<file path="src/design/assert_macros.svh">
// Assertion helpers used by sha256_stream_hasher.
`ifndef ASSERT_MACROS_SVH
`define ASSERT_MACROS_SVH

// Concurrent assertion that is checked at every rising clock edge and is
// switched off while the active-low reset is asserted.
`define SHA_ASSERT(lbl, clk, rstn, prop, msg) \
  lbl: assert property (@(posedge clk) disable iff (!(rstn)) (prop)) else $error(msg);

// Concurrent assertion that is checked at every rising clock edge, during reset too.
`define SHA_ASSERT_ALWAYS(lbl, clk, prop, msg) \
  lbl: assert property (@(posedge clk) (prop)) else $error(msg);

`endif

</file>
<file path="src/design/sha_pkg.sv">
package sha_pkg;

  typedef logic [31:0] word_t;
  typedef word_t hash_t [8];

  localparam int ROUNDS      = 64;
  localparam int BLOCK_BYTES = 64;
  localparam int LEN_POS     = 56;
  localparam logic [7:0] PAD_BYTE = 8'h80;

  typedef enum logic [1:0] {
    S_IDLE,
    S_COMP,
    S_FIN,
    S_PAD
  } state_e;

  // Control from the sequencer to the message window and the round unit.
  typedef struct packed {
    logic byte_en;   // shift one byte into the message window
    logic load;      // load the working variables from the chaining value
    logic round_en;  // run one compression round
    logic fin_keep;  // add the working variables into the chaining value
    logic fin_init;  // return the chaining value to the initial hash
  } ctrl_t;

  localparam hash_t IV = '{
    32'h6a09e667, 32'hbb67ae85, 32'h3c6ef372, 32'ha54ff53a,
    32'h510e527f, 32'h9b05688c, 32'h1f83d9ab, 32'h5be0cd19
  };

  localparam word_t K_TABLE [ROUNDS] = '{
    32'h428a2f98, 32'h71374491, 32'hb5c0fbcf, 32'he9b5dba5,
    32'h3956c25b, 32'h59f111f1, 32'h923f82a4, 32'hab1c5ed5,
    32'hd807aa98, 32'h12835b01, 32'h243185be, 32'h550c7dc3,
    32'h72be5d74, 32'h80deb1fe, 32'h9bdc06a7, 32'hc19bf174,
    32'he49b69c1, 32'hefbe4786, 32'h0fc19dc6, 32'h240ca1cc,
    32'h2de92c6f, 32'h4a7484aa, 32'h5cb0a9dc, 32'h76f988da,
    32'h983e5152, 32'ha831c66d, 32'hb00327c8, 32'hbf597fc7,
    32'hc6e00bf3, 32'hd5a79147, 32'h06ca6351, 32'h14292967,
    32'h27b70a85, 32'h2e1b2138, 32'h4d2c6dfc, 32'h53380d13,
    32'h650a7354, 32'h766a0abb, 32'h81c2c92e, 32'h92722c85,
    32'ha2bfe8a1, 32'ha81a664b, 32'hc24b8b70, 32'hc76c51a3,
    32'hd192e819, 32'hd6990624, 32'hf40e3585, 32'h106aa070,
    32'h19a4c116, 32'h1e376c08, 32'h2748774c, 32'h34b0bcb5,
    32'h391c0cb3, 32'h4ed8aa4a, 32'h5b9cca4f, 32'h682e6ff3,
    32'h748f82ee, 32'h78a5636f, 32'h84c87814, 32'h8cc70208,
    32'h90befffa, 32'ha4506ceb, 32'hbef9a3f7, 32'hc67178f2
  };

  function automatic word_t big_sigma0(input word_t x);
    return {x[1:0], x[31:2]} ^ {x[12:0], x[31:13]} ^ {x[21:0], x[31:22]};
  endfunction

  function automatic word_t big_sigma1(input word_t x);
    return {x[5:0], x[31:6]} ^ {x[10:0], x[31:11]} ^ {x[24:0], x[31:25]};
  endfunction

  function automatic word_t small_sigma0(input word_t x);
    return {x[6:0], x[31:7]} ^ {x[17:0], x[31:18]} ^ {3'b000, x[31:3]};
  endfunction

  function automatic word_t small_sigma1(input word_t x);
    return {x[16:0], x[31:17]} ^ {x[18:0], x[31:19]} ^ {10'b0, x[31:10]};
  endfunction

endpackage

</file>
<file path="src/design/sha_sched.sv">
// Message window: sixteen words that collect the block byte by byte and
// then slide one word per round while producing the expanded schedule.
module sha_sched (
  input  logic           clk_i,
  input  sha_pkg::ctrl_t ctrl_i,
  input  logic [7:0]     byte_i,
  output sha_pkg::word_t w_o
);

  // win_q[15] holds the oldest word (W[t]), win_q[0] the newest.
  sha_pkg::word_t win_q [16];
  sha_pkg::word_t win_d [16];
  sha_pkg::word_t w_new;

  assign w_new = sha_pkg::small_sigma1(win_q[1]) + win_q[6] +
                 sha_pkg::small_sigma0(win_q[14]) + win_q[15];

  always_comb begin
    for (int i = 0; i < 16; i++) begin
      win_d[i] = win_q[i];
    end
    if (ctrl_i.byte_en) begin
      for (int i = 15; i > 0; i--) begin
        win_d[i] = {win_q[i][23:0], win_q[i-1][31:24]};
      end
      win_d[0] = {win_q[0][23:0], byte_i};
    end else if (ctrl_i.round_en) begin
      for (int i = 15; i > 0; i--) begin
        win_d[i] = win_q[i-1];
      end
      win_d[0] = w_new;
    end
  end

  always_ff @(posedge clk_i) begin
    win_q <= win_d;
  end

  assign w_o = win_q[15];

endmodule

</file>
<file path="src/design/sha_round.sv">
// Compression round unit and chaining value. One round per enabled cycle.
module sha_round (
  input  logic           clk_i,
  input  logic           rst_ni,
  input  sha_pkg::ctrl_t ctrl_i,
  input  logic [5:0]     round_i,
  input  sha_pkg::word_t w_i,
  output sha_pkg::hash_t sum_o
);

  sha_pkg::hash_t h_q;
  sha_pkg::hash_t v_q;
  sha_pkg::hash_t v_d;
  sha_pkg::word_t t1;
  sha_pkg::word_t t2;

  assign t1 = v_q[7] + sha_pkg::big_sigma1(v_q[4]) +
              ((v_q[4] & v_q[5]) ^ (~v_q[4] & v_q[6])) +
              sha_pkg::K_TABLE[round_i] + w_i;
  assign t2 = sha_pkg::big_sigma0(v_q[0]) +
              ((v_q[0] & v_q[1]) ^ (v_q[0] & v_q[2]) ^ (v_q[1] & v_q[2]));

  always_comb begin
    v_d = v_q;
    if (ctrl_i.load) begin
      v_d = h_q;
    end else if (ctrl_i.round_en) begin
      v_d[7] = v_q[6];
      v_d[6] = v_q[5];
      v_d[5] = v_q[4];
      v_d[4] = v_q[3] + t1;
      v_d[3] = v_q[2];
      v_d[2] = v_q[1];
      v_d[1] = v_q[0];
      v_d[0] = t1 + t2;
    end
  end

  always_comb begin
    for (int i = 0; i < 8; i++) begin
      sum_o[i] = h_q[i] + v_q[i];
    end
  end

  always_ff @(posedge clk_i) begin
    v_q <= v_d;
  end

  always_ff @(posedge clk_i or negedge rst_ni) begin
    if (!rst_ni) begin
      h_q <= sha_pkg::IV;
    end else if (ctrl_i.fin_init) begin
      h_q <= sha_pkg::IV;
    end else if (ctrl_i.fin_keep) begin
      h_q <= sum_o;
    end
  end

endmodule

</file>
<file path="src/design/sha256_stream_hasher.sv">
// SHA-256 streaming hasher, one message byte per request.
// Input channel: in_valid_i with in_stall_o; a request carries message_byte_i,
// byte_present_i and end_of_message_i. A request without byte and without end
// mark changes nothing. Output channel: out_valid_o with out_stall_i; each
// request carries one digest word, its word number and a final-word flag.
// Byte requests are taken one per cycle while the sequencer is idle. The 64th
// byte of a block starts the compression, which runs one round per cycle on a
// single shared round unit and is followed by a fold of the result into the
// chaining value. An end mark shifts padding and length bytes one per cycle
// and runs one or two compressions; the digest is then copied into an output
// buffer, once that buffer is free, and leaves as eight requests, word 0 first.
// The input side is stalled whenever the sequencer is busy; a stalled output
// holds its word, and a following message may be taken meanwhile, only its
// own digest hand-over waits until the buffer is drained.
// Reset returns the chaining value to the initial hash values and empties the
// buffer and the length; no clearing pass is needed.
`include "assert_macros.svh"

module sha256_stream_hasher (
  input  logic        clk_i,
  input  logic        rst_ni,
  input  logic        in_valid_i,
  output logic        in_stall_o,
  input  logic [7:0]  message_byte_i,
  input  logic        byte_present_i,
  input  logic        end_of_message_i,
  output logic        out_valid_o,
  input  logic        out_stall_i,
  output logic [31:0] digest_word_o,
  output logic [2:0]  word_number_o,
  output logic        final_word_o
);

  localparam logic [5:0] LastRound = 6'(sha_pkg::ROUNDS - 1);
  localparam logic [6:0] LastByte  = 7'(sha_pkg::BLOCK_BYTES - 1);
  localparam logic [6:0] LenPos    = 7'(sha_pkg::LEN_POS);

  sha_pkg::state_e state_q, state_d;
  sha_pkg::ctrl_t  ctrl;

  logic [5:0]  rnd_q, rnd_d;
  logic [6:0]  fill_q, fill_d;
  logic [60:0] len_q, len_d;
  // pad_q: the current message is being closed. first_q: the 0x80 byte is
  // still to come. final_blk_q: the block being filled carries the length.
  logic        pad_q, pad_d;
  logic        first_q, first_d;
  logic        final_blk_q, final_blk_d;

  logic           in_accept;
  logic           digest_load;
  logic [7:0]     shift_byte;
  logic [63:0]    len_sh;
  sha_pkg::word_t w;
  sha_pkg::hash_t sum;

  // Output buffer: holds a finished digest while it drains.
  sha_pkg::hash_t out_buf_q;
  logic           out_valid_q;
  logic [2:0]     out_cnt_q;
  logic           out_accept;

  assign in_stall_o = (state_q != sha_pkg::S_IDLE);
  assign in_accept  = in_valid_i && !in_stall_o;
  assign out_accept = out_valid_q && !out_stall_i;

  // Big-endian length byte for the position fill_q within the last eight
  // bytes of the block: position 56 takes the most significant byte.
  assign len_sh = {len_q, 3'b000} << {fill_q[2:0], 3'b000};

  // Next state.
  always_comb begin
    state_d = state_q;
    unique case (state_q)
      sha_pkg::S_IDLE: begin
        if (in_accept) begin
          if (byte_present_i && fill_q == LastByte) begin
            state_d = sha_pkg::S_COMP;
          end else if (end_of_message_i) begin
            state_d = sha_pkg::S_PAD;
          end
        end
      end
      sha_pkg::S_COMP: begin
        if (rnd_q == LastRound) begin
          state_d = sha_pkg::S_FIN;
        end
      end
      sha_pkg::S_FIN: begin
        if (pad_q && final_blk_q) begin
          // The digest waits here until the previous one has drained.
          if (!out_valid_q) begin
            state_d = sha_pkg::S_IDLE;
          end
        end else if (pad_q) begin
          state_d = sha_pkg::S_PAD;
        end else begin
          state_d = sha_pkg::S_IDLE;
        end
      end
      sha_pkg::S_PAD: begin
        if (fill_q == LastByte) begin
          state_d = sha_pkg::S_COMP;
        end
      end
      default: state_d = sha_pkg::S_IDLE;
    endcase
  end

  // Outputs of the sequencer: control and next values of its counters.
  always_comb begin
    ctrl        = '0;
    digest_load = 1'b0;
    shift_byte  = message_byte_i;
    rnd_d       = rnd_q;
    fill_d      = fill_q;
    len_d       = len_q;
    pad_d       = pad_q;
    first_d     = first_q;
    final_blk_d = final_blk_q;
    unique case (state_q)
      sha_pkg::S_IDLE: begin
        if (in_accept) begin
          if (byte_present_i) begin
            ctrl.byte_en = 1'b1;
            fill_d       = fill_q + 7'd1;
            len_d        = len_q + 61'd1;
          end
          if (end_of_message_i) begin
            pad_d       = 1'b1;
            first_d     = 1'b1;
            final_blk_d = 1'b0;
          end
          if (byte_present_i && fill_q == LastByte) begin
            // The block is full: the window is consumed by the rounds.
            ctrl.load = 1'b1;
            rnd_d     = '0;
            fill_d    = '0;
          end
        end
      end
      sha_pkg::S_COMP: begin
        ctrl.round_en = 1'b1;
        rnd_d         = rnd_q + 6'd1;
      end
      sha_pkg::S_FIN: begin
        if (pad_q && final_blk_q) begin
          if (!out_valid_q) begin
            digest_load   = 1'b1;
            ctrl.fin_init = 1'b1;
            fill_d        = '0;
            len_d         = '0;
            pad_d         = 1'b0;
          end
        end else begin
          ctrl.fin_keep = 1'b1;
          // The 0x80 byte went into the block just compressed, so the
          // next block is the one that carries the length.
          if (pad_q && !first_q) begin
            final_blk_d = 1'b1;
          end
        end
      end
      sha_pkg::S_PAD: begin
        ctrl.byte_en = 1'b1;
        fill_d       = fill_q + 7'd1;
        if (first_q) begin
          shift_byte  = sha_pkg::PAD_BYTE;
          first_d     = 1'b0;
          final_blk_d = (fill_q < LenPos);
        end else if (final_blk_q && fill_q >= LenPos) begin
          shift_byte = len_sh[63:56];
        end else begin
          shift_byte = 8'h00;
        end
        if (fill_q == LastByte) begin
          ctrl.load = 1'b1;
          rnd_d     = '0;
          fill_d    = '0;
        end
      end
      default: ;
    endcase
  end

  always_ff @(posedge clk_i or negedge rst_ni) begin
    if (!rst_ni) begin
      state_q     <= sha_pkg::S_IDLE;
      rnd_q       <= '0;
      fill_q      <= '0;
      len_q       <= '0;
      pad_q       <= 1'b0;
      first_q     <= 1'b0;
      final_blk_q <= 1'b0;
    end else begin
      state_q     <= state_d;
      rnd_q       <= rnd_d;
      fill_q      <= fill_d;
      len_q       <= len_d;
      pad_q       <= pad_d;
      first_q     <= first_d;
      final_blk_q <= final_blk_d;
    end
  end

  sha_sched u_sched (
    .clk_i  (clk_i),
    .ctrl_i (ctrl),
    .byte_i (shift_byte),
    .w_o    (w)
  );

  sha_round u_round (
    .clk_i   (clk_i),
    .rst_ni  (rst_ni),
    .ctrl_i  (ctrl),
    .round_i (rnd_q),
    .w_i     (w),
    .sum_o   (sum)
  );

  // Output side: the digest buffer drains one word per accepted request.
  always_ff @(posedge clk_i) begin
    if (digest_load) begin
      out_buf_q <= sum;
    end
  end

  always_ff @(posedge clk_i or negedge rst_ni) begin
    if (!rst_ni) begin
      out_valid_q <= 1'b0;
      out_cnt_q   <= '0;
    end else if (digest_load) begin
      out_valid_q <= 1'b1;
      out_cnt_q   <= '0;
    end else if (out_accept) begin
      if (&out_cnt_q) begin
        out_valid_q <= 1'b0;
      end
      out_cnt_q <= out_cnt_q + 3'd1;
    end
  end

  assign out_valid_o   = out_valid_q;
  assign digest_word_o = out_buf_q[out_cnt_q];
  assign word_number_o = out_cnt_q;
  assign final_word_o  = &out_cnt_q;

  // A new digest is never copied over one that is still draining.
  `SHA_ASSERT(a_no_overwrite, clk_i, rst_ni, digest_load |-> !out_valid_q,
              "digest loaded while output buffer busy")
  // Taking the eighth word empties the buffer.
  `SHA_ASSERT(a_drain_done, clk_i, rst_ni, (out_accept && final_word_o) |=> !out_valid_o,
              "output still valid after final word")
  // The fold cycle follows the last round.
  `SHA_ASSERT(a_fin_after_rounds, clk_i, rst_ni,
              (state_q == sha_pkg::S_COMP && rnd_q == LastRound) |=> (state_q == sha_pkg::S_FIN),
              "fold not reached after the last round")
  // While idle, the message window never holds a complete, uncompressed block.
  `SHA_ASSERT(a_fill_range, clk_i, rst_ni, (state_q == sha_pkg::S_IDLE) |-> (fill_q < 7'd64),
              "fill count out of range while idle")

endmodule
</file>
<file path="config.mk">
export PLATFORM = sky130hd
export DESIGN_NAME = sha256_stream_hasher
export DESIGN_NICKNAME = d
export VERILOG_FILES = /design/src/design/sha_pkg.sv /design/src/design/sha_sched.sv /design/src/design/sha_round.sv /design/src/design/sha256_stream_hasher.sv
export VERILOG_INCLUDE_DIRS = /design/src /design/src/design
export SDC_FILE = /design/constraint.sdc
export NUM_CORES = 2
export LEC_CHECK = 0
export BUFFER_PORTS_ARGS = -buffer_cell sky130_fd_sc_hd__buf_2
export CAP_MARGIN = 20
export CORE_MARGIN = 4
export CORE_UTILIZATION = 40
export CTS_BUF_LIST = sky130_fd_sc_hd__clkbuf_16
export CTS_CLUSTER_SIZE = 14
export DETAILED_ROUTE_END_ITERATION = 10
export PLACE_DENSITY = 0.65
export SLEW_MARGIN = 20
export SYNTH_ARGS = -nofsm -noshare
export SYNTH_HDL_FRONTEND = slang
export SYNTH_HIERARCHICAL = 1
export SYNTH_SLANG_ARGS = --single-unit
</file>
<file path="constraint.sdc">
create_clock -name clk_i -period 11.7 [get_ports clk_i]
set_input_delay 2.34 -clock clk_i [delete_from_list [all_inputs] [get_ports clk_i]]
set_output_delay 2.34 -clock clk_i [all_outputs]
set_load 0.02 [all_outputs]
</file>
==> reports/results.txt <==
Worst Path Class, Setup - flip-flop to flip-flop
Std-Cell Rows - 170
Clk Latency, worst-skew pair - 800 ps
First-pass GRT wire length - 377,700 um
Number of global-route vias before repair - 59,550
Setup TNS - 0 ps
Num CTS Buffers - 150
Crit path max fanout - 55
Max-slew violations - 0
Max clock buf depth - 3
Most used cell, CP - o21ai_0
P&R area growth vs syn - 9.084%
Worst VDD drop - 0.1550 mV
Post-synthesis register bit count - 1,363
Lkg Pwr - 38.74 nW
Setup Buffers After CTS - 0
Fmax achieved - 0.1112 GHz
Switch share - 26.21%
Ys async rst share - 24.87%
Post-DR vias/cell - 5.786
H-Tree Depth - 4
Top Usage Layer GRT - met2
Initial antenna violation count - 7
Synth area leader - edfxtp_1
Hold slack final - 516.7 ps
Most frequent cells in the layout - edfxtp_1, mux2_2, nor2_1
Wire per inst - 24.22 um
GP Congestion - 0.9584
Pre-Repair DR Iteration Count - 6
DRT antenna net count - 0
Outcome - finished, final reports clean
Number of synthesized flops with an enable pin - 1,024
Seq/Total Area, Yosys - 45.73%
DIE AREA - 222,900 um2
DP HPWL - 183,200 um
Fin nets - 8,036
CP bufs+invs - 6
Final Skew - 31.16 ps
Sequential Power Share - 46.2%
Vias - 60,140
Worst path max stage delay - 610 ps
Top_reg_cell synth - edfxtp_1
Tot GR Track Use - 22.04%
Psw - 2.977 mW
Worst path slowest cell - clkinv_1
Kind of end point of the critical path - flip-flop
Mapped Nets - 8,140
CP top delay family - compound AO/OA/AOI/OAI gates
Cells after Synth - 7,531
Slew Limit Headroom - 24.82%
Netlist cell types - 109
Clock sinks - 1,363
PD cells - 120.9 nW/um2
Most common cell after layout, fill and taps aside - edfxtp_1
Synth top area cells - edfxtp_1, mux2_2, dfrtp_1
Tmin final - 8995 ps
Mean Syn Cell Area - 11.44 um2
First DRT Iteration DRCs - 5,996
Post-Syn Area - 86,160 um2
Count of input and output buffers - 51
R2R Path Start - rnd_q[2]
Die Span X - 472.1 um
Pin count of the biggest net entering global routing - 187
Core area - 214,400 um2
Die Y - 472.1 um
Starting Density - 40.18%
Routed WL - 251,800 um
Layout cells sized above 1 - 18.46%
Ys Warns - 6
Worst Setup SP - rnd_q[2]
Combinational share of power - 12.2%
DRC violations left - 0
Reg2reg setup slack - 2700 ps
Worst Hold Class - flip-flop to flip-flop
Period utilization - 76.88%
Met2 Usage GRT - 34.95%
Root buf cell - clkbuf_16
Area share of the largest cell type after synthesis - 35.69%
Clock power frac - 41.6%
Fin. Hold Viols - 0
Post-CTS sizing - 0
I/O Pins - 52
Crit path DAT - 9490 ps
Hold path start - fill_q[5]
CTS clk-pin slew, worst paths - 60 ps
Setup-failing EPs final - 0
Maxcap violations - 0
Slew @ Worst Pin - 1128 ps
CP startpoint kind - flip-flop
Met3 usage - 3.174%
GR met1 Demand/Resource - 30.74%
RSZ-0062 raised after global routing - false
CTS tree - built
Post-CTS Hold Buffers - 0
CP required - 12,190 ps
Internal Power - 8.383 mW
Grt total ovfl - 0
path summary, 6_finish.rpt:
check                                    to  depth (start not counted)
max reg2reg                u_round/v_q[255]                         32
min in group asynchronous  u_round/h_q[196]                          1
max                        u_round/v_q[255]                         32
min reg2reg                       fill_q[5]                          1
max in group asynchronous   u_round/h_q[61]                          3
min                               fill_q[5]                          1
synth_stat cells, types with 12 or more instances:
| cell type | count |
|---|---|
| edfxtp_1 | 1024 |
| o21ai_1 | 47 |
| o211ai_1 | 35 |
| xnor2_1 | 403 |
| buf_1 | 54 |
| inv_1 | 432 |
| o21bai_1 | 47 |
| and2_1 | 23 |
| nand2b_1 | 47 |
| o311ai_0 | 16 |
| o21a_1 | 64 |
| xor2_1 | 203 |
| nand3b_1 | 15 |
| mux2_2 | 729 |
| nand3_1 | 121 |
| nor2b_1 | 50 |
| mux2i_1 | 159 |
| a211o_1 | 24 |
| dfrtp_1 | 203 |
| and4_1 | 16 |
| a31o_2 | 12 |
| nor2_1 | 479 |
| o21ai_0 | 398 |
| nand4_1 | 62 |
| or4_1 | 24 |
| fa_1 | 196 |
| buf_4 | 32 |
| nand2_1 | 458 |
| a31oi_1 | 65 |
| a21oi_1 | 422 |
| and3_1 | 44 |
| a211oi_1 | 42 |
| a21o_1 | 222 |
| or3_1 | 40 |
| o22ai_1 | 17 |
| clkbuf_1 | 290 |
| or2_2 | 26 |
| o31ai_1 | 44 |
| ha_1 | 399 |
| nor4_1 | 21 |
| mux4_2 | 81 |
| a21bo_2 | 14 |
| nor3_1 | 87 |
| dfstp_2 | 136 |
layout make-up:
type | instances | area [um2]
sequential | 1363 | 39420
tap | 2838 | 3551
antenna | 4 | 10.01
fill | 19750 | 120400
clock inverter | 126 | 1079
multi-input combinational | 5350 | 43600
timing repair buffer | 127 | 930.9
inverter | 435 | 1645
clock buffer | 150 | 3754
power by group through the flow:
stage	sequential, mW	combinational, mW	clock [mW]
3_5_place_dp	5.35	1.38	0
3_3_place_gp	5.35	1.37	0
5_1_grt	5.25	1.49	5.02
4_1_cts	5.25	1.38	4.82
2_1_floorplan	5.30	0.917	0
6_report	5.25	1.39	4.72
state kept, by name (all words and copies together), names as in the netlist:
name / flops
final_blk_q: 1
u_round/v_q: 256
first_q: 1
state_q: 2
pad_q: 1
out_valid_o: 1
len_q: 61
rnd_q: 6
u_sched/win_q: 480
u_sched/w_o: 32
fill_q: 7
u_round/h_q: 256
word_number_o: 3
out_buf_q: 256
metrics by stage:
step           total power, mW  instance area [um2]  util (%)  std cells  worst slack [ps]
2_1_floorplan            6.213                86160         -       7531              1561
3_3_place_gp             6.711                89120     41.57      10110              2973
3_5_place_dp             6.724                89130     41.57      10110              2949
4_1_cts                  11.46                93960     43.82      10390              2897
5_1_grt                  11.77                93980     43.83      10390              2252
6_report                 11.36                93980     43.83      10390              2705
layer usage:
| metal | wire, um | share of wire, % | vias up |
|---|---|---|---|
| met5 | 13 | 0.0052 | - |
| met4 | 9705 | 3.9 | 2 |
| met3 | 17270 | 6.9 | 429 |
| met2 | 114900 | 46 | 2252 |
| met1 | 109900 | 44 | 30160 |
| li1 | - | - | 27300 |
logic make-up (layout without fill, tap and decap cells):
family	Yosys count	in the layout	share of synthesized area (%)
DFF	1363	1363	45.73
xor gates and xnor gates	606	606	6.160
and+or+nand+nor	1544	1544	8.361
AOI/OAI and AO/OA	1633	1633	12.15
adders and majority gates	597	597	10.37
muxes	970	970	13.51
buffers and inverters	818	838	3.713
other	0	4	0
Note: power is estimated with default switching activity, not from simulation.
